### src/rtl/jst_pkg.sv
// Shared types, codes and literal tables for the JSON stream tokenizer.
package jst_pkg;

   localparam int MAX_DEPTH_DEF = 32;

   localparam int BYTE_W  = 8;
   localparam int EVENT_W = 5;
   localparam int DEPTH_W = 6;

   typedef enum logic [EVENT_W-1:0] {
      EV_SKIP        = 5'd0,
      EV_OBJ_OPEN    = 5'd1,
      EV_OBJ_CLOSE   = 5'd2,
      EV_ARR_OPEN    = 5'd3,
      EV_ARR_CLOSE   = 5'd4,
      EV_KEY_CHAR    = 5'd5,
      EV_KEY_END     = 5'd6,
      EV_COLON       = 5'd7,
      EV_COMMA       = 5'd8,
      EV_STR_OPEN    = 5'd9,
      EV_STR_CHAR    = 5'd10,
      EV_STR_CLOSE   = 5'd11,
      EV_KEY_OPEN    = 5'd12,
      EV_NUM_CHAR    = 5'd13,
      EV_LIT_CHAR    = 5'd14,
      EV_ESCAPE      = 5'd15,
      EV_ERROR       = 5'd16,
      EV_AFTER_ERROR = 5'd17
   } tok_event_type;

   typedef enum logic [1:0] {
      LIT_NONE  = 2'd0,
      LIT_TRUE  = 2'd1,
      LIT_FALSE = 2'd2,
      LIT_NULL  = 2'd3
   } lit_kind_type;

   // Container kinds as held on the stack.
   localparam logic KIND_OBJ = 1'b0;
   localparam logic KIND_ARR = 1'b1;

   typedef struct packed {
      logic push;
      logic pop;
      logic kind;
   } stack_op_type;

   typedef struct packed {
      logic empty;
      logic one;
      logic full;
      logic top_kind;
   } stack_status_type;

   typedef struct packed {
      tok_event_type      event_res;
      logic [BYTE_W-1:0]  data_byte;
      logic               number_done;
      lit_kind_type       literal_kind;
      logic               error_flag;
      logic               complete;
   } result_type;

   function automatic logic [2:0] lit_len(input lit_kind_type which);
      case (which)
         LIT_TRUE:  lit_len = 3'd4;
         LIT_FALSE: lit_len = 3'd5;
         LIT_NULL:  lit_len = 3'd4;
         default:   lit_len = 3'd0;
      endcase
   endfunction

   function automatic logic [BYTE_W-1:0] lit_char(input lit_kind_type which,
                                                  input logic [2:0] pos);
      logic [BYTE_W-1:0] ch;
      ch = 8'h00;
      case (which)
         LIT_TRUE: begin
            case (pos)
               3'd0:    ch = "t";
               3'd1:    ch = "r";
               3'd2:    ch = "u";
               3'd3:    ch = "e";
               default: ch = 8'h00;
            endcase
         end
         LIT_FALSE: begin
            case (pos)
               3'd0:    ch = "f";
               3'd1:    ch = "a";
               3'd2:    ch = "l";
               3'd3:    ch = "s";
               3'd4:    ch = "e";
               default: ch = 8'h00;
            endcase
         end
         LIT_NULL: begin
            case (pos)
               3'd0:    ch = "n";
               3'd1:    ch = "u";
               3'd2:    ch = "l";
               3'd3:    ch = "l";
               default: ch = 8'h00;
            endcase
         end
         default: ch = 8'h00;
      endcase
      lit_char = ch;
   endfunction

endpackage

### src/rtl/jst_stack.sv
// Container-kind stack with a registered top-of-stack copy.
module jst_stack #(
   parameter int MAX_DEPTH = jst_pkg::MAX_DEPTH_DEF
) (
   input  logic                             clock,
   input  logic                             reset,
   input  jst_pkg::stack_op_type            op,
   output jst_pkg::stack_status_type        status,
   output logic [$clog2(MAX_DEPTH+1)-1:0]   depth,
   output logic [$clog2(MAX_DEPTH+1)-1:0]   depth_next
);

   localparam int SP_W  = $clog2(MAX_DEPTH + 1);
   localparam int IDX_W = (MAX_DEPTH > 1) ? $clog2(MAX_DEPTH) : 1;

   logic [SP_W-1:0]  sp_ff, sp_in;
   logic [SP_W-1:0]  rd_ptr;
   logic [IDX_W-1:0] rd_addr, wr_addr;
   logic             top_ff;
   logic             kind_mem [MAX_DEPTH];

   always_comb begin
      sp_in = sp_ff;
      if (op.push) begin
         sp_in = sp_ff + SP_W'(1);
      end else if (op.pop) begin
         sp_in = sp_ff - SP_W'(1);
      end
   end

   assign rd_ptr  = sp_in - SP_W'(1);
   assign rd_addr = rd_ptr[IDX_W-1:0];
   assign wr_addr = sp_ff[IDX_W-1:0];

   always_ff @(posedge clock) begin
      if (reset) begin
         sp_ff <= '0;
      end else begin
         sp_ff <= sp_in;
      end
   end

   always_ff @(posedge clock) begin
      if (op.push) begin
         kind_mem[wr_addr] <= op.kind;
      end
   end

   // Prefetch the entry that becomes the top; bypass the word pushed now.
   always_ff @(posedge clock) begin
      if (op.push) begin
         top_ff <= op.kind;
      end else begin
         top_ff <= kind_mem[rd_addr];
      end
   end

   assign status.empty    = (sp_ff == '0);
   assign status.one      = (sp_ff == SP_W'(1));
   assign status.full     = (sp_ff == SP_W'(MAX_DEPTH));
   assign status.top_kind = top_ff;
   assign depth           = sp_ff;
   assign depth_next      = sp_in;

endmodule

### src/rtl/jst_parser.sv
// Grammar state machine: one byte in, one token result out.
module jst_parser (
   input  logic                          clock,
   input  logic                          reset,
   input  logic                          advance,
   input  logic [jst_pkg::BYTE_W-1:0]    in_byte,
   input  jst_pkg::stack_status_type     stk,
   output jst_pkg::stack_op_type         stk_op,
   output jst_pkg::result_type           result,
   output logic                          error_now
);

   typedef enum logic [3:0] {
      ST_INIT      = 4'd0,
      ST_OBJ_START = 4'd1,
      ST_KEY       = 4'd2,
      ST_KEY_END   = 4'd3,
      ST_COLON     = 4'd4,
      ST_ARR_START = 4'd5,
      ST_NUM       = 4'd6,
      ST_STR       = 4'd7,
      ST_VALUE_END = 4'd8,
      ST_LIT       = 4'd9,
      ST_ERROR     = 4'd10
   } state_type;

   state_type              state_ff, state_in;
   logic                   esc_ff, esc_in;
   logic [2:0]             lpos_ff, lpos_in;
   jst_pkg::lit_kind_type  lwhich_ff, lwhich_in;
   logic                   done_ff, done_in;

   logic [7:0]             c;
   logic                   is_space, is_digit, in_value;

   // Start-of-value candidate
   jst_pkg::tok_event_type sv_ev;
   state_type              sv_st;
   logic                   sv_push, sv_arr;
   jst_pkg::lit_kind_type  sv_lw;

   // After-value candidate
   jst_pkg::tok_event_type av_ev;
   state_type              av_st;
   logic                   av_pop;

   jst_pkg::tok_event_type ev;
   logic [7:0]             data;
   logic                   numdone;
   jst_pkg::lit_kind_type  kind;
   logic                   push, pop, push_kind;
   logic                   is_key;
   logic [2:0]             lpos_inc;

   assign c        = in_byte;
   assign is_space = (c == 8'h20) || (c inside {[8'h09:8'h0D]});
   assign is_digit = c inside {[8'h30:8'h39]};
   assign in_value = state_ff inside {ST_NUM, ST_STR, ST_KEY, ST_LIT};
   assign lpos_inc = lpos_ff + 3'd1;

   always_comb begin
      sv_ev   = jst_pkg::EV_ERROR;
      sv_st   = ST_ERROR;
      sv_push = 1'b0;
      sv_arr  = 1'b0;
      sv_lw   = jst_pkg::LIT_NONE;
      if (c == "{" || c == "[") begin
         if (!stk.full) begin
            sv_push = 1'b1;
            sv_arr  = (c == "[");
            sv_st   = sv_arr ? ST_ARR_START : ST_OBJ_START;
            sv_ev   = sv_arr ? jst_pkg::EV_ARR_OPEN : jst_pkg::EV_OBJ_OPEN;
         end
      end else if (c == "-" || is_digit) begin
         sv_st = ST_NUM;
         sv_ev = jst_pkg::EV_NUM_CHAR;
      end else if (c == "\"") begin
         sv_st = ST_STR;
         sv_ev = jst_pkg::EV_STR_OPEN;
      end else if (c == "t" || c == "f" || c == "n") begin
         sv_st = ST_LIT;
         sv_ev = jst_pkg::EV_LIT_CHAR;
         sv_lw = (c == "t") ? jst_pkg::LIT_TRUE :
                 (c == "f") ? jst_pkg::LIT_FALSE : jst_pkg::LIT_NULL;
      end
   end

   always_comb begin
      av_ev  = jst_pkg::EV_ERROR;
      av_st  = ST_ERROR;
      av_pop = 1'b0;
      if (is_space) begin
         av_ev = jst_pkg::EV_SKIP;
         av_st = ST_VALUE_END;
      end else if (!stk.empty) begin
         if (c == ",") begin
            av_ev = jst_pkg::EV_COMMA;
            av_st = (stk.top_kind == jst_pkg::KIND_ARR) ? ST_ARR_START : ST_OBJ_START;
         end else if (stk.top_kind == jst_pkg::KIND_OBJ && c == "}") begin
            av_ev  = jst_pkg::EV_OBJ_CLOSE;
            av_st  = ST_VALUE_END;
            av_pop = 1'b1;
         end else if (stk.top_kind == jst_pkg::KIND_ARR && c == "]") begin
            av_ev  = jst_pkg::EV_ARR_CLOSE;
            av_st  = ST_VALUE_END;
            av_pop = 1'b1;
         end
      end
   end

   always_comb begin
      state_in  = state_ff;
      esc_in    = esc_ff;
      lpos_in   = lpos_ff;
      lwhich_in = lwhich_ff;
      done_in   = done_ff;
      ev        = jst_pkg::EV_SKIP;
      data      = 8'h00;
      numdone   = 1'b0;
      kind      = jst_pkg::LIT_NONE;
      push      = 1'b0;
      pop       = 1'b0;
      push_kind = jst_pkg::KIND_OBJ;
      is_key    = (state_ff == ST_KEY);

      if (state_ff == ST_ERROR) begin
         ev = jst_pkg::EV_AFTER_ERROR;
      end else if (!in_value && is_space) begin
         ev = jst_pkg::EV_SKIP;
      end else begin
         case (state_ff)
            ST_INIT, ST_COLON, ST_ARR_START: begin
               if (state_ff == ST_ARR_START && c == "]") begin
                  ev       = jst_pkg::EV_ARR_CLOSE;
                  state_in = ST_VALUE_END;
                  pop      = 1'b1;
                  done_in  = done_ff | stk.one;
               end else begin
                  ev        = sv_ev;
                  state_in  = sv_st;
                  push      = sv_push;
                  push_kind = sv_arr ? jst_pkg::KIND_ARR : jst_pkg::KIND_OBJ;
                  if (sv_st == ST_STR) begin
                     esc_in = 1'b0;
                  end
                  if (sv_st == ST_LIT) begin
                     lwhich_in = sv_lw;
                     lpos_in   = 3'd1;
                  end
               end
            end
            ST_OBJ_START: begin
               if (c == "\"") begin
                  ev       = jst_pkg::EV_KEY_OPEN;
                  state_in = ST_KEY;
                  esc_in   = 1'b0;
               end else if (c == "}") begin
                  ev       = jst_pkg::EV_OBJ_CLOSE;
                  state_in = ST_VALUE_END;
                  pop      = 1'b1;
                  done_in  = done_ff | stk.one;
               end else begin
                  ev       = jst_pkg::EV_ERROR;
                  state_in = ST_ERROR;
               end
            end
            ST_KEY, ST_STR: begin
               if (esc_ff) begin
                  esc_in = 1'b0;
                  ev     = is_key ? jst_pkg::EV_KEY_CHAR : jst_pkg::EV_STR_CHAR;
                  case (c)
                     "\"", "\\", "/": data = c;
                     "b":             data = 8'h08;
                     "f":             data = 8'h0C;
                     "n":             data = 8'h0A;
                     "r":             data = 8'h0D;
                     "t":             data = 8'h09;
                     default: begin
                        data     = 8'h00;
                        ev       = jst_pkg::EV_ERROR;
                        state_in = ST_ERROR;
                     end
                  endcase
               end else if (c == "\\") begin
                  esc_in = 1'b1;
                  ev     = jst_pkg::EV_ESCAPE;
               end else if (c == "\"") begin
                  if (is_key) begin
                     ev       = jst_pkg::EV_KEY_END;
                     state_in = ST_KEY_END;
                  end else begin
                     ev       = jst_pkg::EV_STR_CLOSE;
                     state_in = ST_VALUE_END;
                     done_in  = done_ff | stk.empty;
                  end
               end else begin
                  data = c;
                  ev   = is_key ? jst_pkg::EV_KEY_CHAR : jst_pkg::EV_STR_CHAR;
               end
            end
            ST_KEY_END: begin
               if (c == ":") begin
                  ev       = jst_pkg::EV_COLON;
                  state_in = ST_COLON;
               end else begin
                  ev       = jst_pkg::EV_ERROR;
                  state_in = ST_ERROR;
               end
            end
            ST_NUM: begin
               if (c == "-" || c == "." || c == "e" || c == "+" || is_digit) begin
                  ev = jst_pkg::EV_NUM_CHAR;
               end else begin
                  // Delimiter closes the number, then is handled as a post-value byte.
                  numdone  = 1'b1;
                  done_in  = done_ff | stk.empty;
                  ev       = av_ev;
                  state_in = av_st;
                  pop      = av_pop;
                  if (av_pop) begin
                     done_in = 1'b1 & (done_ff | stk.empty | stk.one);
                  end
               end
            end
            ST_VALUE_END: begin
               ev       = av_ev;
               state_in = av_st;
               pop      = av_pop;
               if (av_pop) begin
                  done_in = done_ff | stk.one;
               end
            end
            ST_LIT: begin
               if (lpos_ff >= jst_pkg::lit_len(lwhich_ff) ||
                   jst_pkg::lit_char(lwhich_ff, lpos_ff) != c) begin
                  ev       = jst_pkg::EV_ERROR;
                  state_in = ST_ERROR;
               end else begin
                  ev      = jst_pkg::EV_LIT_CHAR;
                  lpos_in = lpos_inc;
                  if (lpos_inc == jst_pkg::lit_len(lwhich_ff)) begin
                     kind     = lwhich_ff;
                     state_in = ST_VALUE_END;
                     done_in  = done_ff | stk.empty;
                  end
               end
            end
            default: begin
               ev       = jst_pkg::EV_ERROR;
               state_in = ST_ERROR;
            end
         endcase
      end
   end

   always_ff @(posedge clock) begin
      if (reset) begin
         state_ff  <= ST_INIT;
         esc_ff    <= 1'b0;
         lpos_ff   <= 3'd0;
         lwhich_ff <= jst_pkg::LIT_NONE;
         done_ff   <= 1'b0;
      end else if (advance) begin
         state_ff  <= state_in;
         esc_ff    <= esc_in;
         lpos_ff   <= lpos_in;
         lwhich_ff <= lwhich_in;
         done_ff   <= done_in;
      end
   end

   assign stk_op.push = advance & push;
   assign stk_op.pop  = advance & pop;
   assign stk_op.kind = push_kind;

   assign result.event_res    = ev;
   assign result.data_byte    = data;
   assign result.number_done  = numdone;
   assign result.literal_kind = kind;
   assign result.error_flag   = (state_in == ST_ERROR);
   assign result.complete     = done_in;

   assign error_now = (state_ff == ST_ERROR);

endmodule

### src/rtl/json_stream_tokenizer.sv
// Top level of the JSON stream tokenizer: input register, parser, stack, result register.
// A word accepted on req_ is held in the input register, then stepped into the result register that drives rsp_.
// Throughput: one byte per cycle while rsp_ready keeps the result stage draining; the grammar step and the
// stack top prefetch both work combinationally from the input register.
// Reset (synchronous, active high): parser expects an initial value, depth zero,
// no error, not complete; both register stages are emptied. Stack entries need no clear.
module json_stream_tokenizer #(
   parameter int MAX_DEPTH = jst_pkg::MAX_DEPTH_DEF
) (
   input  logic                           clock,
   input  logic                           reset,

   input  logic                           req_valid,
   output logic                           req_ready,
   input  logic [jst_pkg::BYTE_W-1:0]     req_in_byte,

   output logic                           rsp_valid,
   input  logic                           rsp_ready,
   output logic [jst_pkg::EVENT_W-1:0]    rsp_event_res,
   output logic [jst_pkg::BYTE_W-1:0]     rsp_data_byte,
   output logic                           rsp_number_done,
   output logic [1:0]                     rsp_literal_kind,
   output logic [jst_pkg::DEPTH_W-1:0]    rsp_nest_depth,
   output logic                           rsp_error_flag,
   output logic                           rsp_complete
);

   localparam int SP_W = $clog2(MAX_DEPTH + 1);

   // Input register: one byte word waiting for the parser.
   logic                          in_valid_ff, in_valid_in;
   logic [jst_pkg::BYTE_W-1:0]    in_byte_ff;

   // Result register.
   logic                          out_valid_ff, out_valid_in;
   jst_pkg::result_type           out_res_ff;
   logic [jst_pkg::DEPTH_W-1:0]   out_depth_ff;

   logic                          advance;
   logic                          req_take;

   jst_pkg::stack_op_type         stk_op;
   jst_pkg::stack_status_type     stk_status;
   logic [SP_W-1:0]               depth, depth_next;
   jst_pkg::result_type           step_res;
   logic                          error_now;

   // Move the held byte through the parser whenever the result stage is free
   // or is being drained this cycle.
   assign advance   = in_valid_ff & (~out_valid_ff | rsp_ready);
   // Take a new byte when the input register is empty or is emptied now.
   assign req_ready = ~in_valid_ff | advance;
   assign req_take  = req_valid & req_ready;

   always_comb begin
      in_valid_in = in_valid_ff;
      if (req_take) begin
         in_valid_in = 1'b1;
      end else if (advance) begin
         in_valid_in = 1'b0;
      end
   end

   always_comb begin
      out_valid_in = out_valid_ff;
      if (advance) begin
         out_valid_in = 1'b1;
      end else if (rsp_ready) begin
         out_valid_in = 1'b0;
      end
   end

   always_ff @(posedge clock) begin
      if (reset) begin
         in_valid_ff  <= 1'b0;
         out_valid_ff <= 1'b0;
      end else begin
         in_valid_ff  <= in_valid_in;
         out_valid_ff <= out_valid_in;
      end
   end

   // Hold payload until the next word is taken.
   always_ff @(posedge clock) begin
      if (req_take) begin
         in_byte_ff <= req_in_byte;
      end
      if (advance) begin
         out_res_ff   <= step_res;
         out_depth_ff <= jst_pkg::DEPTH_W'(depth_next);
      end
   end

   jst_stack #(
      .MAX_DEPTH (MAX_DEPTH)
   ) u_stack (
      .clock      (clock),
      .reset      (reset),
      .op         (stk_op),
      .status     (stk_status),
      .depth      (depth),
      .depth_next (depth_next)
   );

   jst_parser u_parser (
      .clock     (clock),
      .reset     (reset),
      .advance   (advance),
      .in_byte   (in_byte_ff),
      .stk       (stk_status),
      .stk_op    (stk_op),
      .result    (step_res),
      .error_now (error_now)
   );

   assign rsp_valid        = out_valid_ff;
   assign rsp_event_res    = out_res_ff.event_res;
   assign rsp_data_byte    = out_res_ff.data_byte;
   assign rsp_number_done  = out_res_ff.number_done;
   assign rsp_literal_kind = out_res_ff.literal_kind;
   assign rsp_nest_depth   = out_depth_ff;
   assign rsp_error_flag   = out_res_ff.error_flag;
   assign rsp_complete     = out_res_ff.complete;

   // Error state never clears once entered.
   a_error_sticky: assert property (@(posedge clock) disable iff (reset)
      error_now |=> error_now)
      else $error("parser left the error state");

   // Nesting never exceeds the stack size.
   a_depth_bound: assert property (@(posedge clock) disable iff (reset)
      depth <= SP_W'(MAX_DEPTH))
      else $error("stack pointer beyond MAX_DEPTH");

   // A word after an error always carries the error flag.
   a_after_error_flag: assert property (@(posedge clock) disable iff (reset)
      (rsp_valid && rsp_event_res == jst_pkg::EV_AFTER_ERROR) |-> rsp_error_flag)
      else $error("after-error word without error flag");

   // A held byte is not dropped while the result stage is blocked.
   a_hold_input: assert property (@(posedge clock) disable iff (reset)
      (in_valid_ff && !advance) |=> (in_valid_ff && $stable(in_byte_ff)))
      else $error("input register lost a byte");

endmodule
### config.mk
export PLATFORM = sky130hd
export DESIGN_NAME = json_stream_tokenizer
export DESIGN_NICKNAME = d
export VERILOG_FILES = /design/src/rtl/jst_pkg.sv /design/src/rtl/jst_stack.sv /design/src/rtl/jst_parser.sv /design/src/rtl/json_stream_tokenizer.sv
export SDC_FILE = /design/constraint.sdc
export NUM_CORES = 1
export LEC_CHECK = 0
export BUFFER_PORTS_ARGS = -buffer_cell sky130_fd_sc_hd__buf_2
export CORE_ASPECT_RATIO = 1.4
export CORE_MARGIN = 2
export CORE_UTILIZATION = 60
export DETAILED_ROUTE_END_ITERATION = 7
export PLACE_DENSITY = 0.82
export RECOVER_POWER = 100
export SLEW_MARGIN = 40
export SYNTH_ARGS = -nofsm -noshare
export SYNTH_HDL_FRONTEND = slang
export SYNTH_HIERARCHICAL = 1
export SYNTH_SLANG_ARGS = --single-unit
### constraint.sdc
create_clock -name clock -period 7.6 [get_ports clock]
set_clock_uncertainty 0.15 [all_clocks]
set_input_delay 1.9 -clock clock [delete_from_list [all_inputs] [get_ports clock]]
set_output_delay 1.9 -clock clock [all_outputs]
set_load 0.02 [all_outputs]
==> impl_results.md, run 1 <==
- Outcome: finished, violations left
- Failing checks: capacitance limit, slew limit
- FF+latch count, synth: 88
- Buffers added on ports: 37
- Syn Inst Count: 591
- Largest net degree at the start of global routing: 35
- Final Cycle Share: 0.724
- P_leak: roughly 2.4 nW
- VDD IR-drop max: 0.000114 V
- Clk root buf: clkbuf_16
- Boundary pin count: 38
- Commonest cells in the netlist: nor2_1, edfxtp_1, nand2_1, inv_1, a21oi_1
- Min-delay worst type: reg2reg
- Synth Area in Simple Gates: 0.263
- Syn_nets: 619
- Post-cts resize count: 0
- Multiplexer area fraction after synthesis: 0.0357
- WL per Instance: around 19 um
- First-pass GRT wire length: around 23000 um
- Core region area: 0.00951 mm2
- Final setup viols: 0
- HPWL after DPL: around 10000 um
- Synth area leaders: edfxtp_1, dfxtp_1, nor2_1
- Slowest CP cell: and2_0
- R2r startpoint: in_byte_ff[5]
- Met3 usage: 0.0388
- Crit-path cells: buf_2, nand2b_1, and2_0, nand2_1, a211oi_1, nor2b_1, nor2b_4, a221oi_4, ha_1, nor3b_1, xor2_1
- DR DRC count: 0
- Crit path arrival time: 5570 ps
- Hold slack: between 300 and 400 ps
- Async S/R FF share, synth: 0
- Max H-tree Level: 3
- Worst relative slew slack: -0.381
- MaxCap Viol Count: 1
- Levels on crit path: 11
- Number of synthesized flops with an enable pin: 64
- Slew @ Worst Pin: approximately 2100 ps
- Slowest stage delay, CP: between 1500 and 2000 ps
- CP bufs+invs: 1
- Fin area: between 0.006 and 0.007 mm2
- Post-Synth Adder-Cell Area: 0.0340
- Count leader, synth: nor2_1
- Xor/xnor share of the synthesized area: 0.0249
- Register share of total power: 0.506
- Crit path launch type: primary input
- Clk_lat worst skew: about 340 ps
- Critical path launch point: rsp_ready
- Grt total ovfl: 0
- Mean post-synth cell area: 9.95 um2
- Area growth syn-to-layout: 4.66%
- Largest family of logic cells by synthesized area: simple AND/OR/NAND/NOR gates
- Hold buffers post-CTS: 0
- Post-synthesis compound-gate area fraction: 0.167
- CTS tree: built
- Full die area: ~0.011 mm2
- # fillers: approximately 800
- Fin nets: 631
- Die Ht: between 100 and 150 um
- Final wirelength: 14100 um
- Initial core utilization: 0.618
- Clk slew on worst S/H paths: roughly 60 ps
- Clk network pwr share: 0.394
- Hold Crit Start: in_valid_ff
- Final antenna diode count: 0
- Cell family with most CP delay: simple AND/OR/NAND/NOR gates
- Total CTS buffers: 9
- Largest area contributor in the netlist: edfxtp_1
- Via count: roughly 4700
- Post-Syn Area: 0.00588 mm2
- Unrepaired setup endpoints after global routing: no
- DP Area: approximately 0.0060 mm2
- Via count of the first global-routing pass: roughly 4600
- Final hold vios: 0
- Clock Path Buffers: 2
- PwrDens: ~180 mW/mm2
- Total Routing Usage GR: 0.276
- Die Span X: about 88 um
- FF-to-FF path depth: 13
- Hold Path Depth: 2
- Switching pwr: around 0.26 mW
- Worst Path Required: ~7700 ps
- Share of cells above drive strength 1: 0.112
- Sequential area share after synthesis: 0.409
- Pint: approximately 0.8 mW
- CTS Sinks: a little under 90
- Final Max Tran Viols: 35
- M2 GR Usage: 0.492
- Detail Route Antenna Nets: 0
- Yosys top cell area share: 0.327
- Yosys warnings: 6
- CP Class: in2reg
- Min Tclk post-route: between 5000 and 6000 ps
- Comb pwr share: 0.100
- Vias per std cell: 6.30
- RePlAce Congestion: between 0.9 and 1
- CP max FO: 34
- Post-CTS setup buffer count: 0
- Unique masters post-synth: between 100 and 150
- Sw Share: 0.243
- Worst setup EP type: register
- Ys flop type: edfxtp_1
- Core Rows: 42
- Antenna violations before repair: 0
- Initial DRT Pass Iterations: 5
- Fmax: 0.182 GHz
- Gr busiest metal: met2
- Final setup TNS: 0 ps
- M1 GR Usage: 0.303
- DR iter-0 viols: 400
-- registers in the layout (all words and copies together), names as in the netlist, named ones only --
signal and count:
u_parser/state_ff 4, u_stack/kind_mem 32, rsp_number_done 1, rsp_event_res 5, rsp_data_byte 8, rsp_nest_depth 6
rsp_valid 1, in_byte_ff 8, u_parser/lwhich_ff 2, u_stack/depth 6, in_valid_ff 1, rsp_literal_kind 2
rsp_error_flag 1, rsp_complete 1, u_parser/done_ff 1, u_parser/lpos_ff 3, u_parser/esc_ff 1
-- routing by layer --
| metal | vias to the layer above | routed length [um] |
|---|---|---|
| li1 | 2210 | - |
| met1 | 2201 | 5320 |
| met2 | 193 | 7440 |
| met3 | 59 | 599 |
| met4 | 0 | 743 |
| met5 | - | 0 |
-- layout make-up --
cell class | count | area, um2 | share of cell area
tap | 132 | 165 | 0.0268
timing repair buffer | 40 | 166 | 0.0270
inverter | 30 | 118 | 0.0191
multi-input combinational | 434 | 3010 | 0.489
sequential | 88 | 2400 | 0.391
clock buffer | 11 | 233 | 0.0378
clock inverter | 5 | 57.6 | 0.00935
-- cell usage in the layout, fill, tap and decap left out, types with 9 or more instances in the layout --
cell,n
a211oi_1,9
ha_1,16
buf_2,10
mux2i_1,21
edfxtp_1,64
nand2b_1,12
clkbuf_16,9
nor2_1,68
o21ai_0,12
nand3_1,11
nor3_1,18
dfxtp_1,23
clkbuf_1,31
a21oi_1,27
nor2b_1,18
xor2_1,9
nand2_1,40
inv_1,29
-- logic make-up (layout without fill, tap and decap cells) --
group                      count (synthesis)  count (layout)
and+or+nand+nor                          258             258
AOI/OAI and AO/OA                        124             124
DFF                                       88              88
buffers and inverters                     69              86
muxes                                     21              21
adders and majority gates                 16              16
xor gates and xnor gates                  15              15
-- worst min-delay path: cells and delay by family, from the launching register on --
family	cells	cell delay, ps
DFF	1	320
buffers and inverters	1	50
AOI/OAI and AO/OA	1	50
-- stage by stage --
| stage | total power, mW | util | setup WS [ps] | cells |
|---|---|---|---|---|
| detailed placement | 0.668 | 0.629 | 2660 | 724 |
| floorplan | 0.641 | - | 3280 | 591 |
| global placement | 0.665 | 0.629 | 2840 | 724 |
| CTS | 1.09 | 0.659 | 3050 | 740 |
| finish | 1.08 | 0.647 | 2100 | 740 |
| global route | 1.11 | 0.647 | 1540 | 740 |
-- final timing paths --
path               end  slack, ps
max           register       2100
min reg2reg  rsp_valid        310
max reg2reg   register       2940
min          rsp_valid        310
-- power by group through the flow --
stage	logic, mW	registers, mW	clock network, mW
CTS	0.111	0.547	0.433
finish	0.108	0.548	0.427
floorplan	0.0907	0.550	0
global placement	0.108	0.557	0
detailed placement	0.110	0.557	0
global route	0.117	0.550	0.445
Note: power is estimated with default switching activity, not from simulation.
==> run 2: changes to the inputs <==
--- a/config.mk
+++ b/config.mk
@@ -5,12 +5,13 @@
 export SDC_FILE = /design/constraint.sdc
 export NUM_CORES = 1
 export LEC_CHECK = 0
+export ABC_AREA = 1
 export BUFFER_PORTS_ARGS = -buffer_cell sky130_fd_sc_hd__buf_2
 export CORE_ASPECT_RATIO = 1.4
 export CORE_MARGIN = 2
-export CORE_UTILIZATION = 60
+export CORE_UTILIZATION = 55
 export DETAILED_ROUTE_END_ITERATION = 7
-export PLACE_DENSITY = 0.82
+export PLACE_DENSITY = 0.79
 export RECOVER_POWER = 100
 export SLEW_MARGIN = 40
 export SYNTH_ARGS = -nofsm -noshare
==> constraint.sdc (replaced) <==
create_clock -name clock -period 4.6 [get_ports clock]
set_clock_uncertainty 0.15 [all_clocks]
set_input_delay 1.15 -clock clock [delete_from_list [all_inputs] [get_ports clock]]
set_output_delay 1.15 -clock clock [all_outputs]
set_load 0.02 [all_outputs]
==> run 2 against run 1 <==
  * The flow still finishes with violations (capacitance limit, slew limit)
  * Sequential share of layout area grew 0.86 points
  * Wire length grew 7.6%
  * Synthesized cell count grew 24%
  * Non-clock buffer count grew 1
  * Flip-flop and latch count is the same
  * Critical path depth grew 8
  * Power grew 68%
  * Register-to-register slack lost 2400 ps
==> impl_results.md, run 2 <==
- CTS tree: built
- Mean post-synth cell area: 7.59 um2 (-24%)
- Area growth syn-to-layout: 8.02%
- WL per Instance: 16.6 um (-13%)
- Post-Synth Adder-Cell Area: 0.0359 (+0.00188)
- Clk slew on worst S/H paths: 60 ps (about the same)
- Via count of the first global-routing pass: 5038 (+9.5%)
- Hold buffers post-CTS: 0 (unchanged)
- Vias per std cell: 5.63 (-11%)
- Final wirelength: 15200 um (+7.6%)
- Post-synthesis compound-gate area fraction: 0.0638 (-0.103)
- Initial core utilization: 0.563 (-0.0553)
- Share of cells above drive strength 1: 0.0901 (-0.0218)
- FF+latch count, synth: 88 (unchanged)
- Total CTS buffers: 9 (unchanged)
- Pwr Total: 1.82 mW (+68%)
- Core Rows: 43 (+2.4%)
- Largest Register: u_stack/kind_mem
- Fmax: between 0.2 and 0.25 GHz
- Final Max Tran Viols: 30 (-14%)
- CTS Sinks: 88 (unchanged)
- HPWL after DPL: 11700 um (+13%)
- Largest net degree at the start of global routing: 33 (-5.7%)
- Min Tclk post-route: around 4100 ps
- P_leak: 2.68 nW (+13%)
- Unrepaired setup endpoints after global routing: no
- Clock Path Buffers: 2 (unchanged)
- Detail Route Antenna Nets: 0 (unchanged)
- Unique masters post-synth: 43 (-58%)
- Clk_lat worst skew: 340 ps (about the same)
- Total Routing Usage GR: 0.298 (+0.0217)
- Worst relative slew slack: -0.230 (+0.150)
- Die Span X: 89.1 um (+1.6%)
- Yosys warnings: 6 (unchanged)
- DR DRC count: 0 (unchanged)
- DR iter-0 viols: 380 (-5.0%)
- Full die area: 0.0110 mm2 (+3.2%)
- Initial DRT Pass Iterations: 6 (+1)
- Worst Path Required: 4690 ps (-2980 ps)
- Number of synthesized flops with an enable pin: 64 (unchanged)
- Final setup viols: 0 (unchanged)
- Async S/R FF share, synth: 0 (unchanged)
- Ys flop type: edfxtp_1
- Min-delay worst type: reg2reg
- Clk root buf: clkbuf_16
- Post-cts resize count: 0 (unchanged)
- Commonest cells after routing, fill and taps aside: nand2_1, nor2_1, inv_1, nand3_1, edfxtp_1
- Boundary pin count: 38 (unchanged)
- CP Class: reg2reg
- Worst setup EP type: register
- Max reg flops: 32 (unchanged)
- CP max FO: 8 (-76%)
- Yosys top cell area share: 0.345 (+0.0181)
- Commonest non-fill, non-tap cell in the layout: nand2_1
- Syn_nets: 762 (+23%)
- Final antenna diode count: 0 (unchanged)
- Largest family of logic cells by synthesized area: simple AND/OR/NAND/NOR gates
- Crit path launch type: register
- Multiplexer area fraction after synthesis: 0 (-0.0357)
- Final hold vios: 0 (unchanged)
- Sequential area share after synthesis: 0.431 (+0.0226)
- Final Cycle Share: 0.882
- Synth area leaders: edfxtp_1, nand2_1, dfxtp_1
- Post-CTS setup buffer count: 0 (unchanged)
- Max H-tree Level: 3 (unchanged)
- Fin nets: 800 (+27%)
- Syn Inst Count: 734 (+24%)
- Xor/xnor share of the synthesized area: 0.00314 (-0.0218)
- Failing checks: capacitance limit, slew limit
- PwrDens: 302 mW/mm2 (+71%)
- Via count: 5137 (+10%)
- Count leader, synth: nand2_1
- Antenna violations before repair: 0 (unchanged)
- Grt total ovfl: 0 (unchanged)
- Outcome: finished, violations left
- Crit path arrival time: 4150 ps (-1420 ps)
- Final setup TNS: 0 ps (unchanged)
- Buffers added on ports: 37 (unchanged)
- Post-Syn Area: 0.00557 mm2 (-5.2%)
- Die Ht: 123 um (+1.6%)
- Commonest cells in the netlist: nand2_1, nor2_1, inv_1, nand3_1, edfxtp_1
- Synth Area in Simple Gates: 0.377 (+0.114)
- RePlAce Congestion: 0.990 (+4.3%)
- Largest area contributor in the netlist: edfxtp_1
- VDD IR-drop max: 0.000184 V (+62%)
- Core region area: 0.00990 mm2 (+4.1%)
- Slew @ Worst Pin: 1850 ps (-224 ps)
- First-pass GRT wire length: 24800 um (+10%)
- MaxCap Viol Count: 1 (unchanged)
[run 2: logic make-up after synthesis]
family,Yosys count
AOI/OAI and AO/OA,59
xor gates and xnor gates,2
adders and majority gates,16
buffers and inverters,119
DFF,88
and+or+nand+nor,450
[run 2: worst paths after layout]
path	startpoint	slack [ps]	to	depth (start not counted)
setup / recovery	in_byte_ff[4]	540	register	19
hold reg to reg	in_valid_ff	350	rsp_valid	2
hold / removal	in_valid_ff	350	rsp_valid	2
setup reg to reg	in_byte_ff[4]	540	register	19
[run 2: layout make-up]
type / count / area [um2]
fill: 943 / 3880
multi-input combinational: 527 / 2580
sequential: 88 / 2400
inverter: 105 / 397
clock buffer: 10 / 229
timing repair buffer: 41 / 170
tap: 135 / 169
clock inverter: 6 / 75.1
[run 2: through the flow]
| step | util | cell area, um2 | setup WS, ps | hold slack, ps | std cells |
|---|---|---|---|---|---|
| 6_report | 0.608 | 6020 | 544 | 351 | 912 |
| 5_1_grt | 0.608 | 6020 | 178 | 385 | 912 |
| 4_1_cts | 0.624 | 6170 | 845 | 366 | 912 |
| 3_5_place_dp | 0.593 | 5870 | 864 | 356 | 896 |
| 3_3_place_gp | 0.593 | 5870 | 986 | 336 | 896 |
| 2_1_floorplan | - | 5580 | 306 | 324 | 734 |
[run 2: layer usage]
metal | vias up | GRT usage | part of all wire
li1 | 2496 | - | -
met1 | 2390 | 0.324 | 0.36
met2 | 198 | 0.549 | 0.54
met3 | 53 | 0.0507 | 0.054
met4 | 0 | 0.139 | 0.044
met5 | - | 0 | 0
[run 2: power breakdown]
part / leakage, nW / switching (mW) / internal, mW / total [mW]
Combinational: 1.75 / 0.136 / 0.0508 / 0.186
Sequential: 0.783 / 0.0184 / 0.870 / 0.888
Clock: 0.146 / 0.312 / 0.429 / 0.741
Total: 2.68 / 0.466 / 1.35 / 1.82
[run 2: worst max-delay path: stages (launching register included)]
cell	delay, ps
edfxtp_1	500
inv_1	220
nand2_1	100
nor2_1	550
inv_2	80
nor2_1	340
inv_1	250
nand3_1	200
nand2_1	90
a21oi_1	120
a211oi_1	100
inv_1	150
nor2_2	70
a31oi_1	400
ha_1	270
inv_1	50
nor2_1	130
nand2_1	60
nand2_1	60
nand2_1	40
